<file path="src/rtl/core/sst_pkg.sv">
package sst_pkg;

  localparam int PID_W = 15;
  localparam int PAGE_W = 20;
  localparam int SLOT_W = 6;
  localparam int COUNT_W = 7;

  localparam logic [1:0] ACT_ALLOC = 2'd0;
  localparam logic [1:0] ACT_LOOKUP = 2'd1;
  localparam logic [1:0] ACT_FREE_ALL = 2'd2;
  localparam logic [1:0] ACT_DUP = 2'd3;

  localparam logic [1:0] ST_OK = 2'd0;
  localparam logic [1:0] ST_NONE = 2'd1;
  localparam logic [1:0] ST_FULL = 2'd2;
  localparam logic [1:0] ST_SKIP = 2'd3;

  typedef enum logic [2:0] {
    CMD_ALLOC    = 3'd0,
    CMD_LOOKUP   = 3'd1,
    CMD_FREE_ALL = 3'd2,
    CMD_DUP      = 3'd3,
    CMD_SKIP     = 3'd4
  } cmd_op_t;

  typedef struct packed {
    cmd_op_t op;
    logic [PID_W-1:0] pid;
    logic [PAGE_W-1:0] page;
    logic [PID_W-1:0] new_pid;
  } cmd_t;

  typedef struct packed {
    logic [1:0] status;
    logic [SLOT_W-1:0] slot;
    logic [SLOT_W-1:0] source_slot;
    logic [COUNT_W-1:0] freed_count;
    logic last;
  } res_t;

  typedef struct packed {
    logic used;
    logic [PID_W-1:0] owner;
    logic [PAGE_W-1:0] page;
  } entry_t;

  typedef struct packed {
    logic pop;
    logic clearing;
  } be_ctl_t;

endpackage

</file>
<file path="src/rtl/core/sst_fifo.sv">
module sst_fifo #(
  parameter int W = 8,
  parameter int DEPTH = 2
) (
  input  logic         clk,
  input  logic         rst,
  input  logic         push,
  input  logic [W-1:0] wdata,
  output logic         full,
  input  logic         pop,
  output logic [W-1:0] rdata,
  output logic         empty
);

  localparam int PW = $clog2(DEPTH);
  localparam int CW = PW + 1;

  logic [W-1:0] mem [DEPTH];
  logic [PW-1:0] wr_ptr;
  logic [PW-1:0] rd_ptr;
  logic [CW-1:0] count;
  logic do_push;
  logic do_pop;

  assign full = (count == CW'(DEPTH));
  assign empty = (count == '0);
  assign do_push = push && !full;
  assign do_pop = pop && !empty;
  assign rdata = mem[rd_ptr];

  always_ff @(posedge clk) begin
    if (do_push) begin
      mem[wr_ptr] <= wdata;
    end
  end

  always_ff @(posedge clk) begin
    if (rst) begin
      wr_ptr <= '0;
      rd_ptr <= '0;
      count <= '0;
    end else begin
      if (do_push) begin
        wr_ptr <= wr_ptr + PW'(1);
      end
      if (do_pop) begin
        rd_ptr <= rd_ptr + PW'(1);
      end
      if (do_push && !do_pop) begin
        count <= count + CW'(1);
      end else if (do_pop && !do_push) begin
        count <= count - CW'(1);
      end
    end
  end

endmodule

</file>
<file path="src/rtl/core/sst_front.sv">
module sst_front import sst_pkg::*; #(
  parameter int CMD_DEPTH = 2
) (
  input  logic              clk,
  input  logic              rst,
  input  logic              push,
  output logic              full,
  input  logic [1:0]        action,
  input  logic [PID_W-1:0]  pid,
  input  logic [PAGE_W-1:0] page_number,
  input  logic              in_segment,
  input  logic [PID_W-1:0]  new_pid,
  input  be_ctl_t           ctl,
  output logic              cmd_valid,
  output cmd_t              cmd
);

  cmd_t cmd_in;
  logic q_full;
  logic q_empty;
  logic [$bits(cmd_t)-1:0] q_rdata;

  always_comb begin
    cmd_in.pid = pid;
    cmd_in.page = page_number;
    cmd_in.new_pid = new_pid;
    case (action)
      ACT_ALLOC: cmd_in.op = in_segment ? CMD_SKIP : CMD_ALLOC;
      ACT_LOOKUP: cmd_in.op = CMD_LOOKUP;
      ACT_FREE_ALL: cmd_in.op = CMD_FREE_ALL;
      ACT_DUP: cmd_in.op = CMD_DUP;
      default: cmd_in.op = CMD_SKIP;
    endcase
  end

  // No request is taken while the slot table is being cleared.
  assign full = q_full || ctl.clearing;
  assign cmd_valid = !q_empty;
  assign cmd = cmd_t'(q_rdata);

  sst_fifo #(
    .W($bits(cmd_t)),
    .DEPTH(CMD_DEPTH)
  ) u_cmd_q (
    .clk(clk),
    .rst(rst),
    .push(push && !ctl.clearing),
    .wdata(cmd_in),
    .full(q_full),
    .pop(ctl.pop),
    .rdata(q_rdata),
    .empty(q_empty)
  );

endmodule

</file>
<file path="src/rtl/core/sst_back.sv">
module sst_back import sst_pkg::*; #(
  parameter int SLOTS = 64,
  parameter int RES_DEPTH = 2
) (
  input  logic    clk,
  input  logic    rst,
  input  logic    cmd_valid,
  input  cmd_t    cmd,
  output be_ctl_t ctl,
  output res_t    res,
  output logic    res_empty,
  input  logic    res_pop
);

  localparam int IW = $clog2(SLOTS);
  localparam int CW = IW + 1;
  localparam logic [CW-1:0] LAST_IDX = CW'(SLOTS - 1);
  localparam logic [CW-1:0] SLOT_END = CW'(SLOTS);

  typedef enum logic [13:0] {
    S_CLEAR   = 14'b00000000000001,
    S_IDLE    = 14'b00000000000010,
    S_RD      = 14'b00000000000100,
    S_EV      = 14'b00000000001000,
    S_MK_RD   = 14'b00000000010000,
    S_MK_EV   = 14'b00000000100000,
    S_MS_RD   = 14'b00000001000000,
    S_MS_EV   = 14'b00000010000000,
    S_SRC_RD  = 14'b00000100000000,
    S_SRC_EV  = 14'b00001000000000,
    S_FREE_RD = 14'b00010000000000,
    S_FREE_EV = 14'b00100000000000,
    S_FLUSH   = 14'b01000000000000,
    S_SPARE   = 14'b10000000000000
  } state_t;

  state_t state, state_next;
  cmd_t cur, cur_next;
  logic [CW-1:0] idx, idx_next;
  logic [CW-1:0] s, s_next;
  logic [CW-1:0] f, f_next;
  logic [CW-1:0] cnt, cnt_next;
  logic [CW-1:0] cnt_sum;
  logic pend_valid, pend_valid_next;
  res_t pend, pend_next;
  logic [PAGE_W-1:0] src_page, src_page_next;

  entry_t entry_mem [SLOTS];
  logic mark_mem [SLOTS];
  entry_t rd_entry;
  logic rd_mark;
  logic [IW-1:0] raddr;
  logic [IW-1:0] waddr;
  logic we;
  entry_t wdata;
  logic mark_we;

  logic owner_match;
  logic page_match;
  logic idx_last;
  logic s_last;
  logic f_over;
  logic f_full;
  logic f_hit;

  logic emit;
  logic emit_last;
  logic res_full;
  res_t res_in;
  logic [$bits(res_t)-1:0] res_rdata;

  always_ff @(posedge clk) begin
    if (we) begin
      entry_mem[waddr] <= wdata;
    end
    rd_entry <= entry_mem[raddr];
  end

  always_ff @(posedge clk) begin
    if (mark_we) begin
      mark_mem[waddr] <= owner_match;
    end
    rd_mark <= mark_mem[raddr];
  end

  assign owner_match = rd_entry.used && (rd_entry.owner == cur.pid);
  assign page_match = owner_match && (rd_entry.page == cur.page);
  assign idx_last = (idx == LAST_IDX);
  assign s_last = (s == LAST_IDX);
  assign f_over = (f == SLOT_END);
  assign f_full = f_over || (rd_entry.used && (f == LAST_IDX));
  assign f_hit = !f_over && !rd_entry.used;
  assign cnt_sum = cnt + CW'(owner_match);

  always_comb begin
    state_next = state;
    cur_next = cur;
    idx_next = idx;
    s_next = s;
    f_next = f;
    cnt_next = cnt;
    pend_valid_next = pend_valid;
    pend_next = pend;
    src_page_next = src_page;
    raddr = idx[IW-1:0];
    waddr = idx[IW-1:0];
    we = 1'b0;
    wdata = rd_entry;
    mark_we = 1'b0;
    emit = 1'b0;
    emit_last = 1'b0;
    ctl.pop = 1'b0;
    ctl.clearing = 1'b0;

    case (state)
      S_CLEAR: begin
        ctl.clearing = 1'b1;
        we = 1'b1;
        wdata = '0;
        if (idx_last) begin
          idx_next = '0;
          state_next = S_IDLE;
        end else begin
          idx_next = idx + CW'(1);
        end
      end
      S_IDLE: begin
        if (cmd_valid) begin
          ctl.pop = 1'b1;
          cur_next = cmd;
          idx_next = '0;
          cnt_next = '0;
          pend_valid_next = 1'b0;
          case (cmd.op)
            CMD_SKIP: begin
              pend_next = '0;
              pend_next.status = ST_SKIP;
              pend_valid_next = 1'b1;
              state_next = S_FLUSH;
            end
            CMD_DUP: state_next = S_MK_RD;
            default: state_next = S_RD;
          endcase
        end
      end
      S_RD: begin
        state_next = S_EV;
      end
      S_EV: begin
        pend_next = '0;
        case (cur.op)
          CMD_ALLOC: begin
            if (!rd_entry.used) begin
              we = 1'b1;
              wdata.used = 1'b1;
              wdata.owner = cur.pid;
              wdata.page = cur.page;
              pend_next.status = ST_OK;
              pend_next.slot = SLOT_W'(idx);
              pend_valid_next = 1'b1;
              state_next = S_FLUSH;
            end else if (idx_last) begin
              pend_next.status = ST_FULL;
              pend_valid_next = 1'b1;
              state_next = S_FLUSH;
            end else begin
              idx_next = idx + CW'(1);
              state_next = S_RD;
            end
          end
          CMD_LOOKUP: begin
            if (page_match) begin
              we = 1'b1;
              wdata.used = 1'b0;
              pend_next.status = ST_OK;
              pend_next.slot = SLOT_W'(idx);
              pend_valid_next = 1'b1;
              state_next = S_FLUSH;
            end else if (idx_last) begin
              pend_next.status = ST_NONE;
              pend_valid_next = 1'b1;
              state_next = S_FLUSH;
            end else begin
              idx_next = idx + CW'(1);
              state_next = S_RD;
            end
          end
          CMD_FREE_ALL: begin
            if (owner_match) begin
              we = 1'b1;
              wdata.used = 1'b0;
            end
            if (idx_last) begin
              pend_next.status = ST_OK;
              pend_next.freed_count = COUNT_W'(cnt_sum);
              pend_valid_next = 1'b1;
              state_next = S_FLUSH;
            end else begin
              cnt_next = cnt_sum;
              idx_next = idx + CW'(1);
              state_next = S_RD;
            end
          end
          default: begin
            pend_next = pend;
            state_next = S_IDLE;
          end
        endcase
      end
      S_MK_RD: begin
        state_next = S_MK_EV;
      end
      S_MK_EV: begin
        // The source set is frozen here so that new copies are never copied again.
        mark_we = 1'b1;
        if (idx_last) begin
          s_next = '0;
          f_next = '0;
          state_next = S_MS_RD;
        end else begin
          idx_next = idx + CW'(1);
          state_next = S_MK_RD;
        end
      end
      S_MS_RD: begin
        raddr = s[IW-1:0];
        state_next = S_MS_EV;
      end
      S_MS_EV: begin
        raddr = s[IW-1:0];
        if (rd_mark) begin
          state_next = S_SRC_RD;
        end else if (s_last) begin
          if (!pend_valid) begin
            pend_next = '0;
            pend_next.status = ST_NONE;
            pend_valid_next = 1'b1;
          end
          state_next = S_FLUSH;
        end else begin
          s_next = s + CW'(1);
          state_next = S_MS_RD;
        end
      end
      S_SRC_RD: begin
        raddr = s[IW-1:0];
        state_next = S_SRC_EV;
      end
      S_SRC_EV: begin
        raddr = s[IW-1:0];
        src_page_next = rd_entry.page;
        state_next = S_FREE_RD;
      end
      S_FREE_RD: begin
        raddr = f[IW-1:0];
        state_next = S_FREE_EV;
      end
      S_FREE_EV: begin
        raddr = f[IW-1:0];
        waddr = f[IW-1:0];
        if (f_full || f_hit) begin
          if (!(pend_valid && res_full)) begin
            emit = pend_valid;
            pend_next = '0;
            pend_next.source_slot = SLOT_W'(s);
            pend_valid_next = 1'b1;
            if (f_full) begin
              pend_next.status = ST_FULL;
              state_next = S_FLUSH;
            end else begin
              we = 1'b1;
              wdata.used = 1'b1;
              wdata.owner = cur.new_pid;
              wdata.page = src_page;
              pend_next.status = ST_OK;
              pend_next.slot = SLOT_W'(f);
              f_next = f + CW'(1);
              if (s_last) begin
                state_next = S_FLUSH;
              end else begin
                s_next = s + CW'(1);
                state_next = S_MS_RD;
              end
            end
          end
        end else begin
          f_next = f + CW'(1);
          state_next = S_FREE_RD;
        end
      end
      S_FLUSH: begin
        if (!res_full) begin
          emit = 1'b1;
          emit_last = 1'b1;
          pend_valid_next = 1'b0;
          state_next = S_IDLE;
        end
      end
      default: begin
        state_next = S_IDLE;
      end
    endcase
  end

  always_comb begin
    res_in = pend;
    res_in.last = emit_last;
  end

  always_ff @(posedge clk) begin
    if (rst) begin
      state <= S_CLEAR;
      idx <= '0;
      pend_valid <= 1'b0;
    end else begin
      state <= state_next;
      idx <= idx_next;
      pend_valid <= pend_valid_next;
    end
  end

  always_ff @(posedge clk) begin
    cur <= cur_next;
    s <= s_next;
    f <= f_next;
    cnt <= cnt_next;
    pend <= pend_next;
    src_page <= src_page_next;
  end

  sst_fifo #(
    .W($bits(res_t)),
    .DEPTH(RES_DEPTH)
  ) u_res_q (
    .clk(clk),
    .rst(rst),
    .push(emit),
    .wdata(res_in),
    .full(res_full),
    .pop(res_pop),
    .rdata(res_rdata),
    .empty(res_empty)
  );

  assign res = res_t'(res_rdata);

endmodule

</file>
<file path="src/rtl/core/swap_slot_table_unit.sv">
// Channel   Direction  Handshake                Payload
// request   in         push / full              action pid page_number in_segment new_pid
// result    out        empty / pop              status slot source_slot freed_count last
//
// Every slot probe is a registered table read followed by a step that acts on it.
// Allocate and lookup probe the slots in order up to the hit.
// Free-all probes every slot. Duplicate first runs the source marking pass over every slot,
// then scans the marked source slots, copying each into the next free slot and skipping occupied ones.
// After reset the table is cleared one slot per cycle with full held high.
// Requests queue in front and results queue behind the sequencer, so either side may stall.
module swap_slot_table_unit import sst_pkg::*; #(
  parameter int SLOTS = 64,
  parameter int CMD_DEPTH = 2,
  parameter int RES_DEPTH = 2
) (
  input  logic               clk,
  input  logic               rst,
  input  logic               push,
  output logic               full,
  input  logic [1:0]         action,
  input  logic [PID_W-1:0]   pid,
  input  logic [PAGE_W-1:0]  page_number,
  input  logic               in_segment,
  input  logic [PID_W-1:0]   new_pid,
  output logic               empty,
  input  logic               pop,
  output logic [1:0]         status,
  output logic [SLOT_W-1:0]  slot,
  output logic [SLOT_W-1:0]  source_slot,
  output logic [COUNT_W-1:0] freed_count,
  output logic               last
);

  be_ctl_t be_ctl;
  logic cmd_valid;
  cmd_t cmd;
  res_t res;

  sst_front #(
    .CMD_DEPTH(CMD_DEPTH)
  ) u_front (
    .clk(clk),
    .rst(rst),
    .push(push),
    .full(full),
    .action(action),
    .pid(pid),
    .page_number(page_number),
    .in_segment(in_segment),
    .new_pid(new_pid),
    .ctl(be_ctl),
    .cmd_valid(cmd_valid),
    .cmd(cmd)
  );

  sst_back #(
    .SLOTS(SLOTS),
    .RES_DEPTH(RES_DEPTH)
  ) u_back (
    .clk(clk),
    .rst(rst),
    .cmd_valid(cmd_valid),
    .cmd(cmd),
    .ctl(be_ctl),
    .res(res),
    .res_empty(empty),
    .res_pop(pop)
  );

  assign status = res.status;
  assign slot = res.slot;
  assign source_slot = res.source_slot;
  assign freed_count = res.freed_count;
  assign last = res.last;

  a_clear_blocks_requests: assert property (@(posedge clk) disable iff (rst)
    be_ctl.clearing |-> full)
    else $error("request accepted while the table is being cleared");

  a_clear_no_results: assert property (@(posedge clk) disable iff (rst)
    be_ctl.clearing |-> empty)
    else $error("result pending during the clearing pass");

  a_count_only_final_ok: assert property (@(posedge clk) disable iff (rst)
    (!empty && freed_count != '0) |-> (status == ST_OK && last))
    else $error("freed count on a result that is not a final success");

  a_skip_shape: assert property (@(posedge clk) disable iff (rst)
    (!empty && status == ST_SKIP) |-> (last && slot == '0 && source_slot == '0))
    else $error("skipped allocation result is malformed");

  a_full_no_slot: assert property (@(posedge clk) disable iff (rst)
    (!empty && status == ST_FULL) |-> (last && slot == '0))
    else $error("table-full result carries a slot or is not final");

endmodule
</file>
<file path="config.mk">
export PLATFORM = sky130hd
export DESIGN_NAME = swap_slot_table_unit
export DESIGN_NICKNAME = d
export VERILOG_FILES = /design/src/rtl/core/sst_pkg.sv /design/src/rtl/core/sst_fifo.sv /design/src/rtl/core/sst_front.sv /design/src/rtl/core/sst_back.sv /design/src/rtl/core/swap_slot_table_unit.sv
export SDC_FILE = /design/constraint.sdc
export NUM_CORES = 2
export LEC_CHECK = 0
export BUFFER_PORTS_ARGS = -buffer_cell sky130_fd_sc_hd__buf_4
export CAP_MARGIN = 20
export CORE_MARGIN = 5
export CORE_UTILIZATION = 35
export CTS_BUF_LIST = sky130_fd_sc_hd__clkbuf_8 sky130_fd_sc_hd__clkbuf_16
export DETAILED_ROUTE_END_ITERATION = 7
export GPL_TIMING_DRIVEN = 0
export PLACE_DENSITY_LB_ADDON = 0.1
export SYNTH_ARGS = -nofsm -noshare
export SYNTH_HDL_FRONTEND = slang
export SYNTH_SLANG_ARGS = --single-unit
export TNS_END_PERCENT = 1
</file>
<file path="constraint.sdc">
create_clock -name clk -period 5.96 [get_ports clk]
set_clock_uncertainty 0.05 [all_clocks]
set_input_delay 0.596 -clock clk [delete_from_list [all_inputs] [get_ports clk]]
set_output_delay 0.596 -clock clk [all_outputs]
set_load 0.02 [all_outputs]
</file>
# Word-level counts from Yosys, hierarchy flattened
# Memories as Yosys holds them, arrays and structs flattened. A register that Yosys moved wholly into a read port is not among the register bits.
# Index checks and enable logic that the tools add are counted.
# totals
out_inout_bits	24
inputBits	57
n_memories	4
mem_bits_rw	2518
word_cells	256
regBits	145
# mem_list
memory	words	word_bits	read_ports	rd_clocked_by_memory_dff	write_ports	line_no	text
u_back.entry_mem	64	36	1	1	1	sst_back.sv:48	entry_t entry_mem [SLOTS];
u_front.u_cmd_q.mem	2	53	1	1	1	sst_fifo.sv:18	logic [W-1:0] mem [DEPTH];
u_back.mark_mem	64	1	1	1	1	sst_back.sv:49	logic mark_mem [SLOTS];
u_back.u_res_q.mem	2	22	1	1	1	sst_fifo.sv:18	
# op_classes
mux	116
bitwise	1
eq_ne	48
n_addsub	12
reduce_logical	54
# op_table
cell	n
14-bit one-hot mux with 13 select lines	1
22-bit 2-to-1 mux	7
7-bit 2-to-1 mux	18
36-bit 2-to-1 mux	3
36-bit one-hot mux with 3 select lines	1
14-bit 2-to-1 mux	7
22-bit one-hot mux with 4 select lines	1
35-bit 2-to-1 mux	2
13-bit 2-to-1 mux	4
14-bit one-hot mux with 3 select lines	1
7-bit one-hot mux with 2 select lines	3
7-bit one-hot mux with 3 select lines	2
1-bit 2-to-1 mux	40
6-bit 2-to-1 mux	5
7-bit one-hot mux with 4 select lines	1
9-bit AND reduction	3
13-bit one-hot mux with 2 select lines	1
7-bit by 1-bit adder with 7-bit output (second input constant)	3
7-bit by 6-bit equality test with 1-bit output (second input constant)	3
20-bit equality test	1
6-bit one-hot mux with 3 select lines	1
2-bit 2-to-1 mux	8
2-bit inequality test (second input constant)	8
15-bit equality test	1
other kinds (52)	106

# Logic depth before layout (Yosys ltp)
# logic_depth
ltp_word	11
ltp_mapped	17

# Modules after synthesis
# From an unflattened synthesis, not the netlist that was laid out.
# unflattened
hier_cells	8005
hier_area_um2	107056.4
# by_module_without_submodules
mod	seq_area_each_um2	cells_per_inst	instances	area_each_um2
sst_back	75722.6	7716	1	101183.3
sst_fifo at u_front.u_cmd_q	3283.1	190	1	4037.6
sst_fifo at u_back.u_res_q	1421.4	93	1	1796.7
sst_front	0.0	6	1	38.8

# Worst setup path before layout
# OpenSTA, ideal clock, no wires.
# synth_timing
path_kind	register to register
startpoint	register u_back.state[1]
endpoint	memory u_back.entry_mem[56][0] (netlist name) (enable)
t_arrival_ns	4.354
path_slack_ns	1.127
path_stages_with_launch	9
setup_ns	0.429
path_buffers	1
synth_period_minus_slack_ns	4.833
cell_sequence	dfxtp_1 buf_2 or4_4 or3_1 nor4b_1 nand2_1 o211ai_1 nand3_1 nor2_1
# synth_via
elab_chain_cells	4
word_cells_on_any_way	7
cone_classes	eq/ne (3); mux (4)
# synth_rtl
item	line_no	text
from (decl)	sst_back.sv:37	state_t state, state_next;
from (signal assigned)	sst_back.sv:316	state <= state_next;
14-bit by 12-bit equality test with 1-bit output (tied with other cells)	sst_back.sv:115	case (state)
1-bit one-hot mux with 3 select lines	sst_back.sv:115	
1-bit 2-to-1 mux	sst_back.sv:73	if (we) begin
1-bit 2-to-1 mux (not written as such)	sst_back.sv:74	entry_mem[waddr] <= wdata;
to (decl)	sst_back.sv:48	
# Several ways; a longest one is shown, not always the timed one.

# Worst setup path after layout
# layout_timing
startpoint	register u_back.state[3]
endpoint	register, netlist name u_back.rd_entry[10]
# layout_via
elab_chain_cells	3
word_cells_on_any_way	9
cone_classes	eq/ne (6); mux (1); reduce/logical (2)
# layout_rtl
item	line_no
14-bit by 7-bit equality test with 1-bit output (tied with other cells)	sst_back.sv:115
4-bit OR reduction (no source line) or 2-bit OR reduction (tied branches)	n/a
6-bit one-hot mux with 2 select lines (*)	sst_back.sv:115
# Every way passes the cells marked *; elsewhere a longest branch is shown, timed or not.
# A chain may end at the register's enable or synchronous reset.

==> qor.txt <==
Placement row count -> 204
Final slew viol count -> 0
Maximum clock insertion buffer count -> 4
Detail Placement HPWL -> 297000 µm
WP data arrival -> 6.83 ns
Startpoint types -> flop
Layout cells sized above 1 -> 15.6%
Routed via count -> 68.8k
Final Hold Viols -> 0
Yosys cell types -> 92
Drt initial violations -> 8914
First-pass GRT wire length -> 568000 µm
Worst skew pair latency -> 0.92 ns
Pre-CTS setup slack -> -0.786 ns
Mapped Cells -> 7229
Fin worst setup slack -> -0.140 ns
Kind of critical path -> flop to flop
F_max -> 164 MHz
Status -> complete, but fails checks
Sequential share of the synthesized area -> 74.4%
FILL cells -> 28.2k
Mux share of post-synthesis cell area -> 8.21%
I/O Buffers -> 79
Routed len/inst -> 34.5 µm
Clock slew at reported path FFs -> 0.06 ns
# IOs -> 81
Compound-Gate Fraction of Synth Area -> 5.35%
Hold path startpoint -> pop
Netlist Area Pre-Place -> 0.108 mm²
Num CTS Buffers -> 307
Cells on Worst Hold Path -> 4
Met1 Wirelength -> 179000 µm
Reg2Reg Depth -> 15
CTS tree -> yes
Synth area leaders -> edfxtp_1 (73%), mux2i_1 (5.9%), nand2_1 (4.4%), nand3_1 (2.5%), mux2_2 (2.2%)
Htree depth -> 5
Final period util -> 102%
DR DRC count -> 0
Final setup vio count -> 6
Fin cells -> 12.2k
Met3 Routed Length -> 39500 µm
Adder-Cell Fraction of Synth Area -> 0.0925%
Congestion Overflow GR -> 0
Initial antenna violation count -> 43
Number of flops mapped to enable cells by yosys -> 2633
Slew @ Worst Pin -> 1.20 ns
DRT Pass-1 Iters -> 8
Top cell type's share of synthesized area -> 73.1%
DR top layer -> met5
Tot Pwr -> 51000 µW
Yosys reg bits -> 2701
Drt via density -> 5.61
Crit-path cells -> buf_2 > or3_1 > nor3_4 > a21bo_1 > buf_2 > o211a_4 > buf_6 > buf_6 > buf_6 > buf_6 > buf_2 > mux2_2 > o211ai_1 > nand4_1 > nor3_1
Final nets -> 7936
DIE HEIGHT -> 566 µm
Main synth FF type -> edfxtp_1
Avg Cell Area, Syn -> 15.0 µm²
Lkg Pwr -> 0.0443 µW
CP Capture Type -> flop
RR Endpoint -> u_back.rd_entry[10]
Met2 WL -> 188000 µm
Max FO, Critical Path -> 11
Largest family of logic cells by synthesized area -> simple AND/OR/NAND/NOR gates
Most used cell, CP -> buf_6
Flop2flop setup slack -> -0.14 ns
Final wirelength -> 423000 µm
Synth Net Count -> 7294
GPL Wtd Cong -> 0.882
Post-synthesis simple-gate area fraction -> 9.48%
Worst hold slack -> 0.123 ns
Vias in the first global route -> 65.8k
Max_slew headroom -> 19.8%
Synth async-reset ratio -> 0%
Starting Density -> 35.1%
ANT nets after route -> 0
CORE AREA -> 0.308 mm²
Max-cap violation count -> 0
Placed cells -> 11.6k
Post-layout util -> 41.8%
Required time of the critical path -> 6.69 ns
Synthesis Warnings -> 0
PD cells -> 395 mW/mm²
CP max stage cell -> nand4_1
R2R Path Start -> u_back.state[3]
Die area -> 0.320 mm²
Layout area overhead -> 19.2%
Root buffer cell -> clkbuf_16
Die width -> 566 µm
Largest net degree at the start of global routing -> 65
Clk sink count -> 2701
Post-synth top area cell -> edfxtp_1
CP max stage delay -> 0.73 ns
Violated checks -> setup timing
Gr usage total -> 25.5%
VDD IR max -> 0.198 mV
RSZ-0062 raised after global routing -> yes
Minimum clock period -> 6.10 ns
XOR/XNOR Fraction of Synth Area -> 0.510%
HP Class -> primary input to flop
==> cell usage after synthesis (11+ instances only) <==
library cell,count
o2111ai_1,28
nand2_1,1255
nand4_1,72
a21oi_1,237
o211ai_1,98
or4_1,59
mux2i_1,642
o2111a_1,41
a211o_1,35
nor2_1,212
inv_1,39
a31oi_1,18
buf_2,144
o22ai_1,15
dfxtp_1,68
xnor2_1,34
o21ai_0,26
nor4_1,13
xor2_1,29
mux2_2,207
clkbuf_1,222
a2111oi_0,20
nand3_1,546
a22oi_1,74
and3_1,14
a311oi_1,13
a221oi_1,11
buf_1,40
o32a_1,28
nor3_1,77
and2_1,15
a211oi_1,41
buf_4,32
edfxtp_1,2633
==> where the power goes <==
group,switching [µW],internal (µW)
registers,236,22000
clock network,7890,10300
logic,7740,2800
total,15900,35100
==> cell usage in the layout (no fill, tap or decap), types with 25 or more instances in the layout <==
cell type / netlist / layout
edfxtp_1: 2633 / 2633
nand2_1: 1255 / 1219
mux2i_1: 642 / 641
nand3_1: 546 / 545
clkbuf_16: 0 / 312
a21oi_1: 237 / 235
mux2_2: 207 / 207
clkbuf_1: 222 / 202
nor2_1: 212 / 143
buf_2: 144 / 142
buf_4: 32 / 128
inv_1: 39 / 111
o211ai_1: 98 / 98
buf_12: 0 / 91
nor3_1: 77 / 73
nand4_1: 72 / 72
a22oi_1: 74 / 71
nor2_4: 2 / 69
dfxtp_1: 68 / 68
clkinv_1: 0 / 64
or4_1: 59 / 59
buf_16: 0 / 56
dlygate4sd3_1: 0 / 53
clkinv_2: 0 / 52
o2111a_1: 41 / 41
a211oi_1: 41 / 40
buf_1: 40 / 35
a211o_1: 35 / 35
xnor2_1: 34 / 34
nand2_4: 0 / 30
xor2_1: 29 / 29
o2111ai_1: 28 / 28
o32a_1: 28 / 28
buf_8: 0 / 27
clkbuf_2: 2 / 25
==> sequential cells by signal, indices dropped and copies added, names as in the netlist, 2 cells and up, named ones only <==
| name | count |
|---|---|
| u_back.entry_mem | 2304 |
| u_front.u_cmd_q.mem | 106 |
| u_back.mark_mem | 64 |
| u_back.cur | 53 |
| u_back.u_res_q.mem | 44 |
| u_back.rd_entry | 36 |
| u_back.pend | 21 |
| u_back.src_page | 20 |
| u_back.state | 13 |
| u_back.cnt | 7 |
| u_back.f | 7 |
| u_back.idx | 7 |
| u_back.s | 7 |
| u_back.u_res_q.count | 2 |
| u_front.u_cmd_q.count | 2 |
==> metal layers <==
metal	vias up	global-route usage, %
met3	685	5.98
met1	35688	35.8
met4	15	9.18
li1	28974	-
met2	3408	38.9
met5	-	0.253
==> per-stage QoR <==
stage / TNS [ns] / instance area (µm²)
after floorplan: 0 / 108000
after global placement: -8796.17 / 114000
after detailed placement: -16.24 / 119000
after CTS: -0.472 / 129000
after global routing: -0.0617 / 129000
final: -0.313 / 129000
==> cell families after synthesis <==
group           Yosys count
fa+ha+maj                 8
flops                  2701
buf+inv                 485
simple gates           2324
mux                     855
compound gates          793
xor+xnor                 63
==> worst max-delay path by stage <==
stage / slack, ns / start / to / cells after the start
floorplan: 1.13 / u_back.state[1] / u_back.entry_mem[56][0] / 8
global route: -0.06 / u_back.state[3] / u_back.rd_entry[10] / 15
CTS: -0.18 / u_back.state[3] / u_back.rd_entry[21] / 13
finish: -0.14 / u_back.state[3] / u_back.rd_entry[10] / 15
global placement: -4.32 / u_back.state[8] / u_back.entry_mem[9][12] / 8
detailed placement: -0.79 / u_back.state[1] / u_back.rd_entry[30] / 14
==> worst max-delay path, delay by kind of cell (launching register included) <==
kind / cells / cell delay, ns
compound gates: 3 / 0.93
buf+inv: 7 / 1.99
flops: 1 / 0.30
mux: 1 / 0.42
simple gates: 4 / 2.16
==> what timing repair did <==
item / 4_1_cts / 5_1_grt
buffers inserted: 0 / 4
endpoints found under the hold margin: 106 / 0
cloned: 0 / 0
resized for setup: 39 / 14
endpoints found under the setup margin: 37 / 25
pin swaps: 4 / 0
hold buffers: 53 / 0
==> cell type report <==
| cell class | count | area, µm² | share of cell area (%) |
|---|---|---|---|
| repair buffers | 334 | 5130 | 3.98 |
| clock inverters | 232 | 1700 | 1.31 |
| flip-flops and latches | 2701 | 80400 | 62.4 |
| clock buffers | 315 | 7850 | 6.09 |
| well taps | 4120 | 5150 | 4.00 |
| inverters | 39 | 146 | 0.114 |
| multi-input cells | 4043 | 26400 | 20.5 |
| plain buffers | 445 | 2080 | 1.61 |
| diodes | 20 | 50.0 | 0.0388 |
Note: power is estimated with default switching activity, not from simulation.
